File: src/design/set_assoc_cache_lfu_assert.svh
// Assertion macros used by the cache core RTL. They expect clk and rst_n in scope.
`ifndef SET_ASSOC_CACHE_LFU_ASSERT_SVH
`define SET_ASSOC_CACHE_LFU_ASSERT_SVH

// same-cycle implication
`define SACL_ASSERT_SAME(lbl, ante, cons, msg) \
  lbl: assert property (@(posedge clk) disable iff (!rst_n) (ante) |-> (cons)) \
    else $error(msg);

// next-cycle implication
`define SACL_ASSERT_NEXT(lbl, ante, cons, msg) \
  lbl: assert property (@(posedge clk) disable iff (!rst_n) (ante) |=> (cons)) \
    else $error(msg);

`endif

File: src/design/sacl_cdiv.sv
// quotient and remainder by a constant: x * floor(2^S / D), then one correction step
module sacl_cdiv #(
  parameter int XW = 32,
  parameter int D  = 1
) (
  input  logic                                   clk,
  input  logic [XW-1:0]                          x_i,
  output logic [XW-1:0]                          q_o,
  output logic [((D > 1) ? $clog2(D) : 1)-1:0]   r_o
);

  localparam int CW = $clog2(D);
  localparam int RW = (D > 1) ? CW : 1;
  localparam int EW = RW + 1;
  localparam int S  = XW + CW;
  localparam int MW = XW + 1;
  localparam int PW = XW + MW;
  localparam logic [S:0]    POW   = {1'b1, {S{1'b0}}};
  localparam logic [S:0]    MFULL = POW / (S+1)'(D);
  localparam logic [MW-1:0] MUL   = MFULL[MW-1:0];

  logic [PW-1:0] prod_r;
  logic [XW-1:0] x1_r;
  logic [XW-1:0] qe;
  logic [EW-1:0] qd_lo;
  logic [EW-1:0] rr;
  logic          cor;
  logic [XW-1:0] q_r;
  logic [RW-1:0] r_r;

  always_ff @(posedge clk) begin
    prod_r <= {{MW{1'b0}}, x_i} * {{XW{1'b0}}, MUL};
    x1_r   <= x_i;
  end

  assign qe    = XW'(prod_r >> S);
  assign qd_lo = EW'(qe[EW-1:0] * EW'(D));
  assign rr    = x1_r[EW-1:0] - qd_lo;
  assign cor   = (rr >= EW'(D));

  always_ff @(posedge clk) begin
    q_r <= qe + XW'(cor);
    r_r <= cor ? RW'(rr - EW'(D)) : RW'(rr);
  end

  assign q_o = q_r;
  assign r_o = r_r;

endmodule

File: config.mk
export PLATFORM = sky130hd
export DESIGN_NAME = sacl_cdiv
export DESIGN_NICKNAME = d
export VERILOG_FILES = /design/src/design/set_assoc_cache_lfu_assert.svh /design/src/design/sacl_cdiv.sv
export SDC_FILE = /design/constraint.sdc
export NUM_CORES = 1
export LEC_CHECK = 0
export ABC_AREA = 1
export BUFFER_PORTS_ARGS = -buffer_cell sky130_fd_sc_hd__buf_2
export CORE_MARGIN = 3
export CORE_UTILIZATION = 35
export CTS_CLUSTER_SIZE = 10
export DETAILED_ROUTE_END_ITERATION = 6
export PLACE_DENSITY = 0.73
export SLEW_MARGIN = 20
export SYNTH_ARGS = -nofsm -noshare
export SYNTH_HDL_FRONTEND = slang
export SYNTH_SLANG_ARGS = --single-unit
File: constraint.sdc
create_clock -name clk -period 0.8 [get_ports clk]
set_clock_uncertainty 0.15 [all_clocks]
set_input_delay 0 -clock clk [delete_from_list [all_inputs] [get_ports clk]]
set_output_delay 0 -clock clk [all_outputs]
set_load 0.02 [all_outputs]
# Yosys cells after proc, flatten, opt, wreduce, memory -nomap -nowiden
# Cells that the tools add are included.
# classes
add_sub_neg	3
n_lt_le_gt_ge	1
n_mux	1
# op_table
cell	count
32-bit by 1-bit adder with 32-bit output	1
2-bit by 1-bit greater-or-equal comparator with 1-bit output, second input constant	1
2-bit subtractor	1
1-bit two-way mux	1
1-bit subtractor, second input constant	1
# word_totals
word_cells	8
regBits	65
out_inout_bits	33

# Logic depth before layout (Yosys ltp)
# logic_depth
depth_word	3
depth_mapped	1
mapped_depth_nobuf	0

# Worst setup path after synthesis
# Ideal clock, no wire load.
# synth_path
path_type	flip-flop to output port
start	register q_r[0], in the netlist q_o[0]
end	output q_o[0]
arrival_ps	395
setup_slack_ps	255
path_buffers	0
path_stages_with_launch	1
required_time_ps	650
cell_sequence	dfxtp_1
# synth_lines
element	line	text
start, declared	sacl_cdiv.sv:28	logic [XW-1:0] q_r;
start signal, assigned	sacl_cdiv.sv:42	q_r <= qe + XW'(cor);
end, declared	sacl_cdiv.sv:8	output logic [XW-1:0] q_o,
# No word-level cell between the ends.

# Worst setup path in the final report
# layout_path
start	register q_r[7], in the netlist q_o[7]
end	output q_o[7]
# No word-level cell between the ends.

==> results.ini <==
[cells_and_area]
syn2layout_area_growth_pct=88.6
register_area_sq_um=1320
fin_nets=205
final_area_sq_um=2440
drive_gt1_frac=0.616
fillCellCount=212
layout_common_cells=dlygate4sd3_1 (32), buf_2 (32), buf_6 (32), dfxtp_1 (32), dfxtp_2 (32)
multi_input_area_sq_um=3.75
insertedDiodeCount=0

[placement]
place_ws_ns=0.186
placed_area_sq_um=1660
io_buffers=64
gp_congestion=0.558

[pwr]
powerDensity_nw_per_um2=2830
power_switching_w=0.00136
combinationalPowerShare=0.072
internal_power_w=0.00553
pwr-share-seq=0.499
power.leakage_nw=1.10
swShare=0.198
ir_worst_vdd_v=0.00135
power_frac_clock=0.429

[synthesis]
synth_nets=99
yosys_register_bits=64
synth_cell_types=3
postSynthAreaPerCell_sq_um=19.6
synth_area_leader_cell=dfxtp_1
synth_top_cell_area_share=0.991
syn_inst=66
ys_warn_count=0
synthTopCellsByArea=dfxtp_1 (99%), buf_4 (0.58%), conb_1 (0.29%)
synth_seq_area_share=0.991
syn_area_sq_um=1290

[setup_path]
reg2reg_depth=0
start_kind=flop
cpPeakStageDelay_ns=0.34
crit_chain=buf_6
crit_buf_inv=1
r2r_setup_slack_ns=0.23
cp_slowest_cell=dfxtp_2
crit_arrival_ns=0.79
r2r-start=prod_r[33]
cpLargestDelayFamily=flip-flops
cp.required_ns=0.65
cp-end-kind=output pin
rr_endpoint=q_o[1]
cp_max_fo=1
crit_type=flop to output pin

[run_status]
status=complete, but fails checks
violations=negative setup slack

[sta]
rsz0062_at_grt=yes
fin_crit_sh=1.17
fmax_ghz=1.06
final_hold_viol_count=0
postLayoutSetupSlackWorst_ns=-0.139
fin_crit_ns=0.939
slew_violations=0
setup_viol=32

[min_path]
worstHoldStart=x_i[12]
hp-class=input pin to flop
holdPathStages=2
min_to=prod_r[44]

[clock_network]
h-tree-depth=3
cts-root-buf=clkbuf_8
numCtsBuffers=9
clock_latency_ns=0.33
clockBufferDepth=2
path_clk_slew_ns=0.07
cts_tree=built
post_cts_buffers=0
cts_sinks=64

[floorplanning]
ios=66
core_sq_um=3440
die_x_um=66.8
die_y_um=66.8
rows=21
start_util=0.375
die_area_sq_um=4460

[drt]
drc=0
via_per_inst=3.83
drt-pass1-iter-count=4
routed_wl_um=2860
antenna_left=0
wl_per_cell_um=12.8
vias=855
drt-initial-drc-count=46

[global_routing]
antenna_found_initial=0
grt_overflow=0
grtUsageTotal=0.147
grt_pass1_vias=837
grt_pass1_wl_um=4220
grt_max_degree=11

[run]
drv_cap=0

[metrics by stage]
step                      hold slack (ns)   util  std cells  setup TNS (ns)  total power [W]
after floorplan                    -0.122      -         66               0          0.00358
after global placement            -0.0479  0.483        175               0          0.00373
after detailed placement          -0.0464  0.483        175               0          0.00374
after CTS                           0.134  0.708        223           -4.26          0.00692
after global routing                0.142  0.708        223           -4.90          0.00716
final                               0.154  0.708        223           -3.68          0.00689
[layer usage]
| layer | up-vias | track usage | routed length (um) |
|---|---|---|---|
| met2 | 49 | 0.235 | 1440 |
| met1 | 385 | 0.134 | 1010 |
| met3 | 10 | 0.0978 | 349 |
| met5 | - | 0 | 0 |
| li1 | 411 | - | - |
| met4 | 0 | 0.0990 | 63 |
[kinds of logic after synthesis]
group	synth area share
other	0.00290
buffers and inverters	0.00581
flip-flops	0.991
[synth_stat cells]
master	n
conb_1	1
dfxtp_1	64
buf_4	1
[flip-flops by register name (all words and copies together), names as in the netlist]
| register | flops |
|---|---|
| prod_r | 32 |
| q_o | 32 |
[power groups by stage]
stage,combinational [W],clock (W),sequential (W)
2_1_floorplan,0.00000781,0,0.00357
3_3_place_gp,0.000270,0,0.00346
3_5_place_dp,0.000274,0,0.00347
4_1_cts,0.000494,0.00298,0.00344
5_1_grt,0.000525,0.00318,0.00345
6_report,0.000496,0.00295,0.00344
[final cells by class]
| cell class | count | area share |
|---|---|---|
| flip-flops and latches | 64 | 0.542 |
| well taps | 46 | 0.0236 |
| clock buffers | 13 | 0.0611 |
| repair buffers | 96 | 0.345 |
| clock inverters | 3 | 0.0267 |
| multi-input cells | 1 | 0.00154 |
[worst max path at each step]
| stage | from | endpoint | cells after the start |
|---|---|---|---|
| 5_1_grt | q_o[7] | q_o[7] | 1 |
| 4_1_cts | q_o[7] | q_o[7] | 1 |
| 3_5_place_dp | q_o[24] | q_o[24] | 1 |
| 6_report | q_o[7] | q_o[7] | 1 |
| 3_3_place_gp | q_o[24] | q_o[24] | 1 |
| 2_1_floorplan | q_o[0] | q_o[0] | 0 |
[what timing repair did]
| action | 4_1_cts | 5_1_grt |
|---|---|---|
| resized for setup | 96 | 0 |
| setup endpoints to repair | 32 | 32 |
| hold buffers | 32 | 0 |
| pin swaps | 0 | 0 |
| endpoints found under the hold margin | 32 | 0 |
Note: power is estimated with default switching activity, not from simulation.
